`config.mk`:
```
export PLATFORM = sky130hd
export DESIGN_NAME = color_pixel_normalize_threshold_top
export DESIGN_NICKNAME = d
export VERILOG_FILES = /design/src/hdl/cpnt_pkg.sv /design/src/hdl/color_pixel_normalize_threshold_top.sv /design/src/hdl/cpnt_front.sv /design/src/hdl/cpnt_cell.sv
export VERILOG_INCLUDE_DIRS = /design/src /design/src/hdl
export SDC_FILE = /design/constraint.sdc
export NUM_CORES = 1
export LEC_CHECK = 0
export BUFFER_PORTS_ARGS = -buffer_cell sky130_fd_sc_hd__buf_2
export CORE_UTILIZATION = 60
export CTS_CLUSTER_DIAMETER = 150
export CTS_CLUSTER_SIZE = 20
export DETAILED_ROUTE_END_ITERATION = 12
export GPL_TIMING_DRIVEN = 0
export HOLD_SLACK_MARGIN = 0.06
export PLACE_DENSITY_LB_ADDON = 0.2
export SLEW_MARGIN = 20
export SYNTH_ARGS = -nofsm -noshare
export SYNTH_HDL_FRONTEND = slang
export SYNTH_SLANG_ARGS = --single-unit
```
`constraint.sdc`:
```
create_clock -name clk -period 7.7 [get_ports clk]
set_clock_uncertainty 0.1 [all_clocks]
set_input_delay 0.385 -clock clk [delete_from_list [all_inputs] [get_ports clk]]
set_output_delay 0.385 -clock clk [all_outputs]
set_load 0.01 [all_outputs]
```
`src/hdl/color_pixel_normalize_threshold_top_assert.svh`:
```
// assertion macros for the color pixel normalize threshold block
// expects clk and rst_n in the scope of the module that uses them
`ifndef COLOR_PIXEL_NORMALIZE_THRESHOLD_TOP_ASSERT_SVH
`define COLOR_PIXEL_NORMALIZE_THRESHOLD_TOP_ASSERT_SVH

// same-cycle implication, checked out of reset
`define CPNT_ASSERT_NOW(label, ante, cons, msg) \
  label: assert property (@(posedge clk) disable iff (!rst_n) (ante) |-> (cons)) \
    else $error(msg);

// next-cycle implication, checked out of reset
`define CPNT_ASSERT_NEXT(label, ante, cons, msg) \
  label: assert property (@(posedge clk) disable iff (!rst_n) (ante) |=> (cons)) \
    else $error(msg);

`endif

```
`src/hdl/cpnt_pkg.sv`:
```
// shared types and constants for the color pixel normalize threshold block
// no dependencies
package cpnt_pkg;

  localparam int PIX_W     = 8;
  localparam int NUM_CHAN  = 3;
  localparam int WORD_W    = 2 * PIX_W;
  localparam int DIV_STEPS = PIX_W;

  localparam logic [PIX_W-1:0] PIX_FULL     = 8'hFF;
  localparam logic [PIX_W-1:0] THRESH_RESET = 8'd110;
  localparam logic [PIX_W-1:0] DIV_ONE      = 8'd1;

  typedef struct packed {
    logic [PIX_W-1:0] chan_a;
    logic [PIX_W-1:0] chan_b;
    logic [PIX_W-1:0] chan_c;
  } pix_in_t;

  typedef struct packed {
    logic [PIX_W-1:0] out_a;
    logic [PIX_W-1:0] out_b;
    logic [PIX_W-1:0] out_c;
  } pix_out_t;

  // one divider word per channel: upper half is the partial remainder,
  // lower half the dividend bits still to come, quotient bits shift in at the bottom
  typedef struct packed {
    logic [PIX_W-1:0]                divisor;
    logic [NUM_CHAN-1:0][WORD_W-1:0] word;
  } cpnt_cell_t;

endpackage

```
`src/hdl/color_pixel_normalize_threshold_top.sv`:
```
// top level of the color pixel normalize threshold block
// depends on cpnt_pkg, cpnt_front, cpnt_cell and the assertion macro header
//
//   channel | ports                          | direction
//   --------+--------------------------------+----------
//   pixel   | in_valid in_ready in_data      | in
//   result  | out_valid out_ready out_data   | out
//   config  | cfg_wr_en cfg_wr_data          | in
//
// one pixel per clock while out_ready is high; the pipeline is the front stage plus
// eight divider cells, one quotient bit per cell for all three channels
// every stage has its own valid bit, so bubbles close up while out_ready is low
// and the block keeps taking pixels until the chain is full
// synchronous active-low reset clears the valid bits and sets the threshold to 110
`include "color_pixel_normalize_threshold_top_assert.svh"

module color_pixel_normalize_threshold_top import cpnt_pkg::*; (
  input  logic             clk,
  input  logic             rst_n,
  input  logic             in_valid,
  output logic             in_ready,
  input  pix_in_t          in_data,
  output logic             out_valid,
  input  logic             out_ready,
  output pix_out_t         out_data,
  input  logic             cfg_wr_en,
  input  logic [PIX_W-1:0] cfg_wr_data
);

  logic [PIX_W-1:0]     thr_r, thr_nxt;
  logic [DIV_STEPS:0]   stg_valid;
  logic [DIV_STEPS:0]   stg_ready;
  cpnt_cell_t           stg_data [DIV_STEPS+1];

  always_comb begin
    if (cfg_wr_en) begin
      thr_nxt = cfg_wr_data;
    end else begin
      thr_nxt = thr_r;
    end
  end

  always_ff @(posedge clk) begin
    if (!rst_n) begin
      thr_r <= THRESH_RESET;
    end else begin
      thr_r <= thr_nxt;
    end
  end

  cpnt_front u_front (
    .clk       (clk),
    .rst_n     (rst_n),
    .threshold (thr_r),
    .up_valid  (in_valid),
    .up_ready  (in_ready),
    .up_data   (in_data),
    .dn_valid  (stg_valid[0]),
    .dn_ready  (stg_ready[0]),
    .dn_data   (stg_data[0])
  );

  for (genvar g = 0; g < DIV_STEPS; g++) begin : g_cell
    cpnt_cell u_cell (
      .clk      (clk),
      .rst_n    (rst_n),
      .up_valid (stg_valid[g]),
      .up_ready (stg_ready[g]),
      .up_data  (stg_data[g]),
      .dn_valid (stg_valid[g+1]),
      .dn_ready (stg_ready[g+1]),
      .dn_data  (stg_data[g+1])
    );
  end

  // last cell register is the output register
  assign stg_ready[DIV_STEPS] = out_ready;
  assign out_valid            = stg_valid[DIV_STEPS];
  assign out_data.out_a       = stg_data[DIV_STEPS].word[0][PIX_W-1:0];
  assign out_data.out_b       = stg_data[DIV_STEPS].word[1][PIX_W-1:0];
  assign out_data.out_c       = stg_data[DIV_STEPS].word[2][PIX_W-1:0];

  `CPNT_ASSERT_NOW(a_div_nonzero, stg_valid[0], stg_data[0].divisor != '0, "divisor is zero")
  `CPNT_ASSERT_NOW(a_rem_below_div, stg_valid[0], (stg_data[0].word[0][WORD_W-1:PIX_W] < stg_data[0].divisor) && (stg_data[0].word[1][WORD_W-1:PIX_W] < stg_data[0].divisor) && (stg_data[0].word[2][WORD_W-1:PIX_W] < stg_data[0].divisor), "quotient would overflow")
  `CPNT_ASSERT_NEXT(a_accept_fills, in_valid && in_ready, stg_valid[0], "accepted pixel lost at front")
  `CPNT_ASSERT_NEXT(a_cfg_write, cfg_wr_en, thr_r == $past(cfg_wr_data), "threshold write lost")

endmodule

```
`src/hdl/cpnt_front.sv`:
```
// front stage: channel max, sum, color test and divider setup
// depends on cpnt_pkg
module cpnt_front import cpnt_pkg::*; (
  input  logic             clk,
  input  logic             rst_n,
  input  logic [PIX_W-1:0] threshold,
  input  logic             up_valid,
  output logic             up_ready,
  input  pix_in_t          up_data,
  output logic             dn_valid,
  input  logic             dn_ready,
  output cpnt_cell_t       dn_data
);

  logic                        valid_r, valid_nxt;
  cpnt_cell_t                  data_r, data_nxt;
  logic                        load;
  logic [NUM_CHAN-1:0][PIX_W-1:0] chan;
  logic [PIX_W-1:0]            mx;
  logic [PIX_W+1:0]            sum;
  logic [11:0]                 sum5;
  logic [11:0]                 mx12;
  logic                        is_marker;
  logic                        do_stretch;

  assign up_ready = !valid_r || dn_ready;
  assign load     = up_valid && up_ready;

  always_comb begin
    chan[0] = up_data.chan_a;
    chan[1] = up_data.chan_b;
    chan[2] = up_data.chan_c;

    mx = chan[0];
    if (chan[1] > mx) mx = chan[1];
    if (chan[2] > mx) mx = chan[2];

    sum  = {2'b00, chan[0]} + {2'b00, chan[1]} + {2'b00, chan[2]};
    // 5*sum < 12*max is mean < 0.8*max without fractions
    sum5 = 12'({sum, 2'b00}) + 12'(sum);
    mx12 = 12'({mx, 3'b000}) + 12'({mx, 2'b00});

    is_marker  = (chan[0] == PIX_FULL);
    do_stretch = !is_marker && (mx > threshold) && (sum5 < mx12);

    data_nxt = '0;
    if (is_marker) begin
      // divide by one so the channels come out unchanged
      data_nxt.divisor = DIV_ONE;
      for (int i = 0; i < NUM_CHAN; i++) begin
        data_nxt.word[i] = {{PIX_W{1'b0}}, chan[i]};
      end
    end else if (do_stretch) begin
      data_nxt.divisor = mx;
      for (int i = 0; i < NUM_CHAN; i++) begin
        // c*255 as c*256 - c
        data_nxt.word[i] = {chan[i], {PIX_W{1'b0}}} - {{PIX_W{1'b0}}, chan[i]};
      end
    end else begin
      data_nxt.divisor = DIV_ONE;
    end
  end

  always_comb begin
    if (load) begin
      valid_nxt = 1'b1;
    end else begin
      valid_nxt = valid_r && !dn_ready;
    end
  end

  always_ff @(posedge clk) begin
    if (!rst_n) begin
      valid_r <= 1'b0;
    end else begin
      valid_r <= valid_nxt;
    end
  end

  always_ff @(posedge clk) begin
    if (load) begin
      data_r <= data_nxt;
    end
  end

  assign dn_valid = valid_r;
  assign dn_data  = data_r;

endmodule

```
`src/hdl/cpnt_cell.sv`:
```
// divider cell: one restoring quotient bit for every channel, then a register
// depends on cpnt_pkg
module cpnt_cell import cpnt_pkg::*; (
  input  logic       clk,
  input  logic       rst_n,
  input  logic       up_valid,
  output logic       up_ready,
  input  cpnt_cell_t up_data,
  output logic       dn_valid,
  input  logic       dn_ready,
  output cpnt_cell_t dn_data
);

  logic                          valid_r, valid_nxt;
  cpnt_cell_t                    data_r, data_nxt;
  logic                          load;
  logic [NUM_CHAN-1:0][PIX_W:0]  trial;
  logic [NUM_CHAN-1:0][PIX_W:0]  diff;
  logic [NUM_CHAN-1:0]           qbit;

  assign up_ready = !valid_r || dn_ready;
  assign load     = up_valid && up_ready;

  always_comb begin
    data_nxt.divisor = up_data.divisor;
    for (int i = 0; i < NUM_CHAN; i++) begin
      // remainder stays below the divisor, so the trial fits in 9 bits
      trial[i] = {up_data.word[i][WORD_W-1:PIX_W], up_data.word[i][PIX_W-1]};
      diff[i]  = trial[i] - {1'b0, up_data.divisor};
      qbit[i]  = (trial[i] >= {1'b0, up_data.divisor});
      if (qbit[i]) begin
        data_nxt.word[i] = {diff[i][PIX_W-1:0], up_data.word[i][PIX_W-2:0], 1'b1};
      end else begin
        data_nxt.word[i] = {trial[i][PIX_W-1:0], up_data.word[i][PIX_W-2:0], 1'b0};
      end
    end
  end

  always_comb begin
    if (load) begin
      valid_nxt = 1'b1;
    end else begin
      valid_nxt = valid_r && !dn_ready;
    end
  end

  always_ff @(posedge clk) begin
    if (!rst_n) begin
      valid_r <= 1'b0;
    end else begin
      valid_r <= valid_nxt;
    end
  end

  always_ff @(posedge clk) begin
    if (load) begin
      data_r <= data_nxt;
    end
  end

  assign dn_valid = valid_r;
  assign dn_data  = data_r;

endmodule

```
== Word level (Yosys, flattened, before mapping) ==
Index checks and enable logic that the tools add are counted.

* Register bits: 489

* Add/subtract/negate cells: 28
* Magnitude comparators: 28
* Equality and inequality tests: 1
* Mux-type cells: 37
* Bitwise operators: 1
* Reductions and logical operators: 49

{| class="wikitable"
|+ Operators with widths
! kind !! count
|-
| two-way mux 16 bit || 21
|-
| greater-or-equal comparator 9 x 8 -> 1 bit || 24
|-
| subtractor 8 bit || 21
|-
| two-way mux 40 bit || 2
|-
| subtractor 16 x 8 -> 16 bit || 3
|-
| > comparator 8 bit || 3
|-
| logical AND 1 bit || 20
|-
| zero test 1 bit || 19
|-
| two-way mux 8 bit || 2
|-
| adder 11 x 10 -> 12 bit || 1
|-
| adder 12 x 10 -> 12 bit || 1
|-
| less-than comparator 12 bit || 1
|-
| two-way mux 1 bit || 12
|-
| adder 10 x 8 -> 10 bit || 1
|-
| adder 8 x 8 -> 9 bit || 1
|-
| logical OR 1 bit || 9
|-
| == test 8 bit (second input constant) || 1
|-
| OR reduction 2 bit || 1
|-
| NOT 1 bit || 1
|}

== Logic depth before layout (Yosys ltp) ==
Gate-level depths: netlist of run 1.

* Depth after elaboration: 12
* Depth in mapped cells: 34
* Mapped depth without buffers: 30

== Cells and area by module ==
Synthesis of run 1 repeated with hierarchy kept, for this count alone.

* Cell total of the unflattened synthesis: 2552
* Area, all modules: 31860.6 um^2

{| class="wikitable"
|+ By module, submodules not included
! module !! instances !! cells each !! area each (um^2)
|-
| cpnt_cell || 8 || 244 || 3279.4
|-
| cpnt_front || 1 || 575 || 5336.4
|-
| color_pixel_normalize_threshold_top || 1 || 25 || 289.0
|}

== Least setup slack after synthesis of run 1 ==
No wires, ideal clock.

* Path type: input -> register
* Start point: in in_data[19] (netlist bit)
* End point: reg u_front.data_r (netlist bit u_front.dn_data[21]), data pin
* Setup time: 0.152 ns
* Arrival time: 6.515 ns
* Required time: 7.448 ns
* Setup slack: 0.934 ns
* Stages: 31
* Cell sequence: clkbuf_1 -> inv_1 -> ha_1 -> a21oi_1 -> a211o_1 -> nand2_1 -> a21oi_1 -> ha_1 -> nand4b_1 -> a21oi_1 -> o2bb2ai_1 -> nand2_1 -> mux2_2 -> buf_6 -> clkbuf_1 -> o21ai_0 -> ha_1 -> a21oi_1 -> o311ai_1 -> a31o_2 -> a21oi_1 -> xor2_1 -> ha_1 -> nor2b_1 -> o21ai_0 -> nand2_1 -> nor4b_4 -> buf_6 -> buf_6 -> nand3b_1 -> a31oi_1

{| class="wikitable"
|+ RTL lines
! item !! line !! source
|-
| start, declared || color_pixel_normalize_threshold_top.sv:22 || <nowiki>input pix_in_t in_data,</nowiki>
|-
| end signal, assigned || cpnt_front.sv:82 || <nowiki>data_r <= data_nxt;</nowiki>
|-
| end, declared || cpnt_front.sv:16 || <nowiki>cpnt_cell_t data_r, data_nxt;</nowiki>
|}

==> results of run 1 <==
==> cells in the final DEF, fill, tap and decap left out, drive strengths merged, types with 24 or more instances in the layout <==
cell type  synthesis  layout
nor2             149     149
a21o              35      35
inv              294     295
a21boi            32      32
edfxtp           472     472
clkbuf            37      73
and3              51      51
o21bai            26      26
nand2            181     181
nor2b             46      46
ha               258     258
o21ai            218     218
xor2              52      52
a21oi            145     145
nand4             51      51
nor3              32      32
o31ai             48      48
xnor2             52      52
buf               15      97
fa                24      24
==> what timing repair did <==
action | 4_1_cts | 5_1_grt
endpoints found under the setup margin | 45 | 56
gates resized for setup | 7 | 11
hold buffers | 14 | 0
cloned | 0 | 0
buffers inserted | 0 | 2
pin swaps | 0 | 1
hold endpoints to repair | 12 | 0
==> sequential cells by signal, summed over array words and instances, names as in the netlist <==
signal / count
g_cell.u_cell.dn_data: 416
g_cell.u_cell.dn_valid: 8
thr_r: 8
u_front.dn_data: 56
u_front.dn_valid: 1
==> metal layers <==
metal / vias to the layer above / global-route usage (%)
met4: 0 / 8.21
met5: - / 0
met2: 447 / 47.1
met1: 8741 / 32.0
met3: 108 / 2.35
li1: 8907 / -
==> cells by family after synthesis <==
logic type      synth area share, %
compound gates                 13.3
simple gates                   10.1
flops                          53.8
buf+inv                        5.05
fa+ha+maj                      13.8
xor+xnor                       3.37
mux                           0.672
==> power breakdown <==
| part | switching, mW | internal (mW) |
|---|---|---|
| clock network | 0.802 | 0.689 |
| logic | 1.74 | 1.12 |
| registers | 0.154 | 3.33 |
| total | 2.69 | 5.14 |
==> stage by stage <==
step	instances	util (%)
2_1_floorplan	2392	-
3_3_place_gp	3046	63.3
5_1_grt	3118	66.6
6_report	3118	66.6
3_5_place_dp	3063	64.4
4_1_cts	3118	66.5
==> synthesized netlist by cell type, types with 2 or more instances <==
cell                       number
sky130_fd_sc_hd__a21oi_1      144
sky130_fd_sc_hd__fa_1          24
sky130_fd_sc_hd__nor4_1         2
sky130_fd_sc_hd__nand2_1      180
sky130_fd_sc_hd__ha_1         258
sky130_fd_sc_hd__edfxtp_1     472
sky130_fd_sc_hd__o21a_1         6
sky130_fd_sc_hd__a211oi_1       3
sky130_fd_sc_hd__inv_1        294
sky130_fd_sc_hd__o211ai_1       9
sky130_fd_sc_hd__a31o_2         2
sky130_fd_sc_hd__a21boi_0      31
sky130_fd_sc_hd__a211o_1        2
sky130_fd_sc_hd__o31ai_1       47
sky130_fd_sc_hd__or3_1          6
sky130_fd_sc_hd__nor3b_1        3
sky130_fd_sc_hd__o21ai_0      217
sky130_fd_sc_hd__a21o_1        34
sky130_fd_sc_hd__mux2_2         4
sky130_fd_sc_hd__and2_1         4
sky130_fd_sc_hd__mux2i_1       10
sky130_fd_sc_hd__and3_1        50
sky130_fd_sc_hd__nor2b_1       46
sky130_fd_sc_hd__buf_6          7
sky130_fd_sc_hd__o21bai_1      26
sky130_fd_sc_hd__dfxtp_1       17
sky130_fd_sc_hd__or2_2          2
sky130_fd_sc_hd__nand2b_1      13
sky130_fd_sc_hd__a221oi_1       2
sky130_fd_sc_hd__xnor2_1       52
sky130_fd_sc_hd__a31oi_1       22
sky130_fd_sc_hd__a211oi_2       2
sky130_fd_sc_hd__nand4_1       50
sky130_fd_sc_hd__nor3_1        32
sky130_fd_sc_hd__nor2_1       148
sky130_fd_sc_hd__nand3b_1       3
sky130_fd_sc_hd__xor2_1        52
sky130_fd_sc_hd__a22o_1         3
sky130_fd_sc_hd__nand3_1       15
sky130_fd_sc_hd__a311oi_1      23
sky130_fd_sc_hd__buf_2          6
sky130_fd_sc_hd__clkbuf_1      37
==> critical path, delay by kind of cell <==
family                     cells  cell delay (ns)
and+or+nand+nor                6             0.97
buffers and inverters          8             1.45
adders and majority gates      4             1.26
xor gates and xnor gates       1             0.14
AOI/OAI and AO/OA             14             3.07
muxes                          1             0.33
==> area by class of cell <==
type                            count  area [µm²]
Multi-Input combinational cell   1557       11300
Inverter                          294        1100
Fill cell                        3353       14800
Tap cell                          592         741
Clock inverter                      2        13.8
Buffer                             50         251
Clock buffer                       39         763
Timing Repair Buffer               95         866
Sequential cell                   489       14500
==> worst min path at each step <==
stage,to,slack (ns),start,cells past startpoint
3_5_place_dp,g_cell[0].u_cell.dn_data[33]$_DFFE_PP_,0.30,u_front.dn_data[32]$_DFFE_PP_,0
2_1_floorplan,g_cell[0].u_cell.dn_data[17]$_DFFE_PP_,0.30,u_front.dn_data[16]$_DFFE_PP_,0
5_1_grt,g_cell[7].u_cell.dn_valid$_SDFF_PN0_,0.11,out_ready,3
3_3_place_gp,g_cell[2].u_cell.dn_data[5]$_DFFE_PP_,0.30,g_cell[1].u_cell.dn_data[4]$_DFFE_PP_,0
6_report,g_cell[7].u_cell.dn_valid$_SDFF_PN0_,0.09,out_ready,3
4_1_cts,g_cell[7].u_cell.dn_valid$_SDFF_PN0_,0.07,out_ready,3
==> results, run 1 <==
- The global placer's final weighted congestion is ~0.93.
- The launching element type of the critical path is an input pin.
- The later pin in the worst-skew pair is clocked with a latency of 0.59 ns.
- The power per cell area is 265 mW/mm².
- The post-route antenna net violation count is 0.
- Setup repair after global routing could not meet its margin everywhere.
- The floorplan die height is 214 µm.
- The root buffer selected by CTS is sky130_fd_sc_hd__clkbuf_16.
- The hold violation total from the final report is 0.
- Once the floorplan was initialized, standard cells occupied between 60% and 70% of the core.
- 63 I/O pins were placed.
- The number of cells on the worst reg-to-reg path is 12.
- STA classifies the critical path endpoint as a flip-flop.
- Wire segments on met3 add up to 2170 µm in the final route.
- Global routing finished with a remaining overflow of 0.
- Summed over all nets, wire length on met2 after detailed routing comes to 30100 µm.
- The finished cells cover 0.0295 mm².
- The first global-routing pass estimated about 94000 µm of wire.
- The remaining max-slew budget at the tightest pin is 34.4%.
- The die covers 0.0459 mm².
- After detailed routing, the average wire length per cell comes to 18.9 µm.
- The share of async-settable or async-resettable flops after synthesis is 0%.
- The total of buffers placed on input and output ports is 62.
- The area of the mapped netlist is 0.0270 mm².
- Across all register-to-register paths, the minimum setup slack is 4.08 ns.
- The number of antenna violations at the first check in global routing is 0.
- The cell type of the slowest stage on the worst timing path is sky130_fd_sc_hd__nor4b_4.
- The minimum period implied by the final worst setup slack is 7.37 ns.
- 0 antenna diodes ended up in the layout.
- The max-slew violation count is 0.
- Once detailed placement completed, the half-perimeter wirelength came to 46600 µm.
- Setup violations remaining at the end of the flow were counted as 0.
- For this block, the routed nets add up to 58900 µm of wire.
- The beginning of the worst register-to-register path is g_cell[4].u_cell.dn_data[49]$_DFFE_PP_.
- The run finished with clean final reports.
- The detailed router finished its first iteration with around 1300 violations.
- Data on the critical path is required at its endpoint by 7.95 ns.
- The clock tree buffer depth is 3.
- The overall power is 7.84 mW.
- The number of warnings reported in the yosys synthesis log is 0.
- The final route contains 18203 vias.
- The number of global-route vias before repair came to 18187.
- The post-detailed-route DRC marker count is 0.
- In this run the cell area measured after placement is ~0.029 mm².
- The initialized floorplan defines 77 standard-cell rows.
- The number of enable flip-flop cells after synthesis is 472.
- In this run the worst path has a maximum fanout of 10.
- Following the worst setup path forward leads to its endpoint at u_front.dn_data[20]$_DFFE_PP_.
- The endpoint identified for the worst register-to-register timing path is g_cell[5].u_cell.dn_data[8]$_DFFE_PP_.
- Clock tree synthesis found a total of a little under 500 sinks.
- The placement-stage worst setup slack is -0.859 ns.
- At the end of the flow, the number of nets in the layout was around 2800.
- The most used flip-flop cell after synthesis is sky130_fd_sc_hd__edfxtp_1.
- Global routing used 25.7% of the available tracks.
- The number of buffers created by CTS is 28.
- The sequential cell area fraction in the yosys report is 53.8%.
- The average size of a mapped cell is ~11 µm².
- VDD sags by at most 0.291 mV.
- In the post-route analysis, the smallest setup slack over all paths is 0.327 ns.
- Based on the critical path, the design can be clocked at up to 136 MHz.
- Of the post-synthesis cell area, the dominant cell type holds 52.5%.
- The critical path startpoint is in_data[17].
- The area growth from synthesis to final layout is 9.34%.
- The largest incremental delay on the critical path is 0.41 ns.
- After detailed routing, the wire length on met1 is 24900 µm.
- Ranked by total cell area, the synthesized netlist is headed by sky130_fd_sc_hd__edfxtp_1 (52%), sky130_fd_sc_hd__ha_1 (12%), sky130_fd_sc_hd__inv_1 (4.1%), sky130_fd_sc_hd__o21ai_0 (4.0%), sky130_fd_sc_hd__a21oi_1 (2.7%).
- The count of unique library cells instantiated by Yosys is 74.
- When the netlist entered floorplanning its net count stood at 2711.
- The total negative slack for setup checks is 0 ns.
- The die width is 214 µm.
- The largest net degree at the start of global routing is 31.
- At the worst endpoint, the arrival time is 7.62 ns.
- At the pin with the least slew margin, the transition time is 0.973 ns.
- The post-route fraction of the period consumed by the critical path is 95.8%.
- By startpoint and endpoint, the worst setup path is classified as input pin to flip-flop.
- The library cell occupying the most area in the post-synthesis netlist is sky130_fd_sc_hd__edfxtp_1.
- The average via count per standard cell is 5.84.
- The tightest hold path in the finished design has a slack of 0.0928 ns.
- The most frequent cell on the critical path is sky130_fd_sc_hd__ha_1.
- In this run the number of H-tree levels came out at 1.
- The highest metal layer carrying signal wires in the routed design is met4.
- The core box area is 0.0443 mm².
- The class of the tightest hold or removal check is input pin to flip-flop.
- The share of layout cells above drive strength 1 is under 10%.
- The CTS tree is built.
- After synthesis the netlist holds a flip-flop and latch count of 489.
- After technology mapping, the gate count stands at approximately 2400.
- The total leakage power is 11.6 nW.
- The number of max-cap violations is 0.
- Clock-pin slew was measured on the worst setup and hold paths at around 0.080 ns.
- The number of iterations in the first detailed-routing pass is 6.
Note: power is estimated with default switching activity, not from simulation.
==> run 2: changes to the inputs <==
--- a/config.mk
+++ b/config.mk
@@ -17,4 +17,5 @@
 export SLEW_MARGIN = 20
 export SYNTH_ARGS = -nofsm -noshare
 export SYNTH_HDL_FRONTEND = slang
+export SYNTH_HIERARCHICAL = 1
 export SYNTH_SLANG_ARGS = --single-unit
==> run 2 against run 1 <==
Against the previous run:
- register-to-register slack improved by 0.77 ns
- non-clock buffer count rose by 24
- critical path type unchanged
- sequential share of layout area fell by 4.6 points
- total power up 0.47%
- utilization fell by 0.34 points
- clock power hardly changed
- final cell count increased by 3.6%
- largest cell class unchanged
==> results, run 2 <==
- The end point of the critical path is u_front/dn_data[8]$_SDFFCE_PP0P_.
- The worst setup slack after layout is 0.155 ns (-0.172 ns).
- The total routing usage reported by global routing is 25.3% (-0.42 points).
- The global placer's final weighted congestion is 0.907 (-2.6%).
- The flow ran to the end, and the final reports show no timing, DRC or antenna violations.
- The clock latency on the worst-skew pair came to 0.58 ns (about the same).
- The die area was 0.0509 mm² (+11%).
- The core box area is 0.0492 mm² (+11%).
- The starting DRC count in detailed routing is 1093 (-14%).
- The antenna cell count is 0 (unchanged).
- The filler-free cell count of the finished design is 3230 (+3.6%).
- The floorplan die height is 226 µm (+5.4%).
- The most frequent cell on the critical path is sky130_fd_sc_hd__a21o_1.
- The overall routed net length came to 64100 µm (+8.9%).
- The number of fill cells in the layout is 3595 (+7.2%).
- The critical path startpoint is in_data[21].
- The number of buffers created by CTS is 28 (unchanged).
- The sequential standard cell area is 0.0145 mm² (unchanged).
- The library cell used most frequently in the layout, excluding fill and tap cells, is sky130_fd_sc_hd__edfxtp_1.
- The sequential share of power came to 42.5% (-2.0 points).
- The number of iterations in the first detailed-routing pass is 6 (unchanged).
- The number of nets in the synthesized netlist was 2737 (+0.96%).
- The clock tree buffer depth was 3 (unchanged).
- The row count came to 81 (+5.2%).
- In the layout the commonest cells are sky130_fd_sc_hd__edfxtp_1 (472), sky130_fd_sc_hd__ha_1 (247), sky130_fd_sc_hd__inv_1 (213).
- The cell type of the slowest stage on the worst timing path is sky130_fd_sc_hd__a311o_2.
- The post-layout net count came to 2862 (+0.99%).
- The internal power summed over all cells is 5.37 mW (+4.5%).
- The post-route fraction of the period consumed by the critical path was 98.0% (+2.2 points).
- The cell count after synthesis is 2419 (+1.1%).
- The sink count of the clock tree is 489 (unchanged).
- The tree is rooted in a sky130_fd_sc_hd__clkbuf_16.
- The switching share of total power is 31.7% (-2.6 points).
- The clock network power share was 19.1% (about the same).
- The placed instance count came to 3146 (+2.7%).
- The post-route antenna net violation count was 0 (unchanged).
- The path depth of the worst reg2reg path was 10 (-2).
- The detailed-route wire length per cell was 19.9 µm (+5.1%).
- The register-to-register setup slack is 4.85 ns (+0.77 ns).
- The hold violation total from the final report is 0 (unchanged).
- In this run the critical register-to-register path is captured at u_front/dn_data[19]$_DFFE_PP_.
- The largest incremental delay on the critical path was 0.40 ns (about the same).
- The post-detailed-placement cell area is 0.0312 mm² (+9.4%).
- The power per cell area is 242 mW/mm² (-9.0%).
- TritonCTS built the clock tree.
- The global-route wire length before repair is 100000 µm (+7.2%).
- The min-delay analysis places its worst path in the category input pin to flip-flop.
- The largest net degree at the start of global routing is 57 (+84%).
- The number of antenna violations at the first check in global routing is 0 (unchanged).
- The via count is 19193 (+5.4%).
- The data required time of the worst path came to 8.02 ns (+0.07 ns).
- The number of failing setup endpoints in the final timing report is 0 (unchanged).
- The critical path is of the input pin to flip-flop type.
- The maximum net fanout on the critical path came to 10 (unchanged).
- The number of flip-flops in the largest register came to 416 (unchanged).
- The number of global-route vias before repair is 19505 (+7.2%).
- The average via count per standard cell was 5.94 (+1.8%).
- Compared with the post-synthesis result, the final layout area differs by 8.54%.
- The number of warnings reported in the yosys synthesis log came to 6 (+6).
- The area of the mapped netlist is 0.0300 mm² (+11%).
- The placement-stage worst setup slack is -2.06 ns (-1.20 ns).
- The endpoint class of the critical path is a flip-flop.
- The clock input transition at the sequential cells of the worst setup and hold paths is 0.08 ns (about the same).
- The switching power summed over all nets is 2.50 mW (-7.2%).
- The transition time at the pin with the least slew margin is 0.934 ns (-0.0387 ns).
- The CTS H-tree depth is 1 (unchanged).
- The initial cell density of the core came to 61.1% (+0.14 points).
- The share of layout cells above drive strength 1 is 16.4% (+9.6 points).
- The worst-case vdd ir drop is 0.249 mV (-15%).
- The launching element type of the critical path is an input pin.
- The total congestion overflow after global routing is 0 (unchanged).
- The remaining max-slew budget at the tightest pin is 37.5% (+3.0 points).
- The total of buffers placed on input and output ports was 61 (-1.6%).
- The average size of a mapped cell came to 12.4 µm² (+9.9%).
- The die width is 226 µm (+5.4%).
- The final non-filler cell area is 0.0326 mm² (+10%).
- The minimum period implied by the final worst setup slack was 7.54 ns (+0.172 ns).
- The total leakage power is 13.0 nW (+12%).
- The power share of the combinational group is 38.5% (+2.0 points).
- The half-perimeter wire length after placement is 50400 µm (+8.0%).
- In this run the critical register-to-register path is launched from thr_r[5]$_SDFFE_PN1P_.
- The multi-input combinational cell area is 0.0143 mm² (+27%).
- The post-detailed-route DRC marker count is 0 (unchanged).
- The number of max-cap violations came to 0 (unchanged).
- The max-slew violation count is 0 (unchanged).
- The top achievable clock speed is 133 MHz (-2.3%).
- The worst endpoint data arrival time is 7.86 ns (+0.24 ns).
- The I/O pin count was 63 (unchanged).
## run 2: changes by cell type in the layout (fill, tap and decap cells not counted), sizes merged, moves of 58 or more
cell,before,now
a21oi,145,80
inv,295,216
o21ai,218,48
mux2,4,132
nand2,181,69
nor3,32,90
## run 2: cell type report
type,instances,share of cell area (%)
Buffer,72,1.95
Clock buffer,50,2.40
Clock inverter,2,0.0845
Inverter,216,2.49
Multi-Input combinational cell,1640,43.9
Sequential cell,489,44.6
Tap cell,664,2.55
Timing Repair Buffer,97,2.06
## run 2: what timing repair did
action / in CTS / in global routing
resized for setup: 22 / 30
buffers inserted: 2 / 7
hold buffers: 25 / 0
pin swaps: 3 / 10
endpoints found under the setup margin: 56 / 56
endpoints found under the hold margin: 12 / 0
## run 2: critical path, delay by kind of cell
family | cells | cell delay, ns
buffers and inverters | 9 | 1.35
multiplexers | 2 | 0.68
AND/OR/NAND/NOR | 5 | 1.19
adder cells (fa/ha/maj) | 4 | 1.18
AO/OA/AOI/OAI | 13 | 3.05
## run 2: per-layer routing
| metal | up-vias | track usage [%] | share of wire, % | wire (µm) |
|---|---|---|---|---|
| met5 | - | 0 | 0 | 0 |
| met4 | 0 | 10.8 | 4.5 | 2870 |
| met3 | 136 | 2.80 | 3.0 | 1950 |
| met2 | 381 | 47.3 | 52 | 33500 |
| met1 | 9308 | 29.1 | 40 | 25800 |
| li1 | 9368 | - | - | - |
## run 2: worst min-delay path by stage
stage	startpoint	end	slack, ns	depth (start not counted)
finish	in_data[7]	u_front/dn_data[39]$_DFFE_PP_	0.13	2
global route	in_data[7]	u_front/dn_data[39]$_DFFE_PP_	0.11	2
CTS	in_data[7]	u_front/dn_data[39]$_DFFE_PP_	0.09	2
detailed placement	g_cell[0].u_cell/dn_data[18]$_DFFE_PP_	g_cell[1].u_cell/dn_data[19]$_DFFE_PP_	0.30	0
global placement	g_cell[3].u_cell/dn_data[4]$_DFFE_PP_	g_cell[4].u_cell/dn_data[5]$_DFFE_PP_	0.30	0
floorplan	u_front/dn_data[16]$_DFFE_PP_	g_cell[0].u_cell/dn_data[17]$_DFFE_PP_	0.30	0
## run 2: metrics by stage
step / TNS [ns] / hold WS, ns / total power, mW / util [%]
after global routing: -0.548 / 0.114 / 8.29 / 66.3
final: 0 / 0.131 / 7.87 / 66.3
after floorplan: 0 / 0.300 / 5.60 / -
after CTS: 0 / 0.0935 / 7.83 / 65.9
after global placement: -104.05 / 0.300 / 6.17 / 63.4
after detailed placement: -104.06 / 0.305 / 6.28 / 63.5
## run 2: power groups by stage
stage | clock network (mW) | registers, mW | logic (mW)
2_1_floorplan | 0 | 3.35 | 2.25
3_3_place_gp | 0 | 3.40 | 2.76
3_5_place_dp | 0 | 3.41 | 2.88
4_1_cts | 1.54 | 3.34 | 2.95
5_1_grt | 1.63 | 3.36 | 3.30
6_report | 1.50 | 3.34 | 3.03
==> run 3: changes to the inputs <==
--- a/config.mk
+++ b/config.mk
@@ -8,6 +8,7 @@
 export LEC_CHECK = 0
 export BUFFER_PORTS_ARGS = -buffer_cell sky130_fd_sc_hd__buf_2
 export CORE_UTILIZATION = 60
+export CTS_BUF_LIST = sky130_fd_sc_hd__clkbuf_16
 export CTS_CLUSTER_DIAMETER = 150
 export CTS_CLUSTER_SIZE = 20
 export DETAILED_ROUTE_END_ITERATION = 12
==> run 3 against run 2 <==
Against the previous run:
- sequential cell count did not move
- highest routed layer unchanged
- register-to-register slack barely moved
- critical path depth did not move
- largest power group unchanged
- global-route usage did not move
- sequential share of layout area did not move
- wire length rose by 0.13%
- final cell count did not move
- utilization did not move
- first-iteration DRC count fell by 2.6%
- total power fell by 0.30%
- clock power barely moved
==> results, run 3 (synthesis gave the netlist of run 2 again) <==
- The antenna cell count is 0 (unchanged).
- The cell type of the slowest stage on the worst timing path is sky130_fd_sc_hd__a311o_2.
- The initial cell density of the core is 61.1% (unchanged).
- The hold violation total from the final report came to 0 (unchanged).
- The number of antenna violations at the first check in global routing was 0 (unchanged).
- The post-route fraction of the period consumed by the critical path is 97.6% (-0.33 points).
- The path depth of the worst reg2reg path is 10 (unchanged).
- The largest incremental delay on the critical path is 0.40 ns (about the same).
- The worst register-to-register path ends at u_front/dn_data[19]$_DFFE_PP_.
- The clock input transition at the sequential cells of the worst setup and hold paths came to 0.08 ns (about the same).
- The number of failing setup endpoints in the final timing report is 0 (unchanged).
- The startpoint-to-endpoint class of the critical path is input pin to flip-flop.
- The max-slew violation count came to 0 (unchanged).
- The top achievable clock speed is 133 MHz (+0.34%).
- The clock tree buffer depth is 3 (unchanged).
- The number of iterations in the first detailed-routing pass is 7 (+1).
- The overall routed net length is 64200 µm (+0.13%).
- The endpoint class of the critical path is a flip-flop.
- The global placer's final weighted congestion came to 0.907 (unchanged).
- The top cell types in the final layout, fill and taps aside, are sky130_fd_sc_hd__edfxtp_1 (472), sky130_fd_sc_hd__ha_1 (247), sky130_fd_sc_hd__inv_1 (235).
- STA classifies the critical path startpoint as an input pin.
- The number of flip-flops in the largest register was 416 (unchanged).
- The total routing usage reported by global routing is 25.3% (unchanged).
- The share of layout cells above drive strength 1 is 16.4% (unchanged).
- The root buffer cell chosen for the clock tree is sky130_fd_sc_hd__clkbuf_16.
- The endpoint of the worst hold path is u_front/dn_data[39]$_DFFE_PP_.
- The via count is 19236 (+0.22%).
- The die area is 0.0509 mm² (unchanged).
- The area growth from synthesis to final layout is 8.54% (unchanged).
- The CTS tree is built.
- The filler-free cell count of the finished design is 3230 (unchanged).
- The floorplan die height came to 226 µm (unchanged).
- The minimum period implied by the final worst setup slack is 7.52 ns (-0.0257 ns).
- The total congestion overflow after global routing was 0 (unchanged).
- The worst-case vdd ir drop is 0.249 mV (unchanged).
- The post-detailed-route DRC marker count is 0 (unchanged).
- The number of buffers created by CTS is 28 (unchanged).
- The total negative slack for setup checks was 0 ns (unchanged).
- The row count is 81 (unchanged).
- The most frequent cell on the critical path is sky130_fd_sc_hd__a21o_1.
- The transition time at the pin with the least slew margin is 0.921 ns (-0.0134 ns).
- The sink count of the clock tree is 489 (unchanged).
- The global-route wire length before repair came to 100000 µm (unchanged).
- The post-layout net count is 2862 (unchanged).
- The worst hold slack was 0.133 ns (+0.00259 ns).
- The CTS H-tree depth was 1 (unchanged).
- The placement-stage worst setup slack was -2.06 ns (unchanged).
- The register-to-register setup slack came to 4.85 ns (about the same).
- The source of the worst hold timing path is in_data[7].
- The data required time of the worst path is 8.03 ns (about the same).
- The I/O pin count was 63 (unchanged).
- The class of the tightest hold or removal check is input pin to flip-flop.
- The power per cell area is 241 mW/mm² (-0.30%).
- The starting DRC count in detailed routing is 1065 (-2.6%).
- The beginning of the worst register-to-register path is thr_r[5]$_SDFFE_PN1P_.
- The total leakage power is 13.1 nW (+0.70%).
- The number of global-route vias before repair is 19505 (unchanged).
- The remaining max-slew budget at the tightest pin was 38.4% (+0.90 points).
- The placed instance count came to 3146 (unchanged).
- The half-perimeter wire length after placement was 50400 µm (unchanged).
- The core box area came to 0.0492 mm² (unchanged).
- The largest net degree at the start of global routing is 57 (unchanged).
- The number of cells traversed by the worst hold path is 2 (unchanged).
- The run finished with clean final reports.
- Leaving out fill and tap cells, the most frequent cell in the layout is sky130_fd_sc_hd__edfxtp_1.
- The number of max-cap violations is 0 (unchanged).
- The post-route antenna net violation count is 0 (unchanged).
- The clock latency on the worst-skew pair is 0.58 ns (about the same).
- The worst endpoint data arrival time is 7.85 ns (about the same).
- The die width is 226 µm (unchanged).
- The detailed-route wire length per cell is 19.9 µm (+0.13%).
- The average via count per standard cell came to 5.96 (+0.22%).
- The maximum net fanout on the critical path is 10 (unchanged).
- The worst setup slack after layout is 0.181 ns (+0.0257 ns).
- The total of buffers placed on input and output ports came to 61 (unchanged).
## run 3: cell count changes in the layout (fill, tap and decap cells not counted)
cell                       before  now
sky130_fd_sc_hd__inv_1        213  235
sky130_fd_sc_hd__clkbuf_1      34   12
## run 3: area by class of cell
class                   count  area [µm²]
plain buffers              72         636
fillers                  3595       16600
clock inverters            24         110
clock buffers              28         701
multi-input cells        1640       14300
inverters                 216         811
well taps                 664         831
repair buffers             97         671
flip-flops and latches    489       14500
## run 3: per-stage QoR
step / power, mW / cell area (µm²) / util, %
finish: 7.85 / 32600 / 66.3
CTS: 7.80 / 32400 / 65.9
global placement: 6.17 / 31200 / 63.4
global route: 8.26 / 32600 / 66.3
floorplan: 5.60 / 30000 / -
detailed placement: 6.28 / 31200 / 63.5
## run 3: worst max path at each step
stage                                             end        start  depth (start not counted)
finish              u_front/dn_data[27]$_SDFFCE_PP0P_  in_data[21]                         33
global route         u_front/dn_data[8]$_SDFFCE_PP0P_  in_data[21]                         35
CTS                     u_front/dn_data[34]$_DFFE_PP_  in_data[17]                         35
detailed placement  u_front/dn_data[48]$_SDFFCE_PP1P_  in_data[20]                         35
global placement    u_front/dn_data[48]$_SDFFCE_PP1P_  in_data[20]                         35
floorplan           u_front/dn_data[30]$_SDFFCE_PP0P_  in_data[20]                         35
## run 3: repair_timing
item,CTS,global route
buffers inserted,2,7
gates resized for setup,22,30
hold buffers,25,0
pin swaps,3,10
setup endpoints to repair,56,56
hold endpoints to repair,12,0
## run 3: power breakdown
part	internal [mW]	leakage [nW]	switching (mW)	total (mW)
clock	0.666	0.475	0.808	1.47
combinational	1.45	8.09	1.58	3.03
sequential	3.23	4.50	0.115	3.34
total	5.34	13.1	2.50	7.85
## run 3: worst max-delay path, delay by kind of cell
| kind | cells | cell delay, ns |
|---|---|---|
| AND/OR/NAND/NOR | 5 | 1.18 |
| multiplexers | 2 | 0.68 |
| adder cells (fa/ha/maj) | 4 | 1.18 |
| buffers and inverters | 9 | 1.34 |
| AO/OA/AOI/OAI | 13 | 3.04 |
## run 3: layer usage
| layer | wire length, µm | GRT usage (%) |
|---|---|---|
| met3 | 1960 | 2.80 |
| met4 | 2910 | 10.8 |
| met1 | 25900 | 29.1 |
| met2 | 33500 | 47.3 |
| met5 | 0 | 0 |
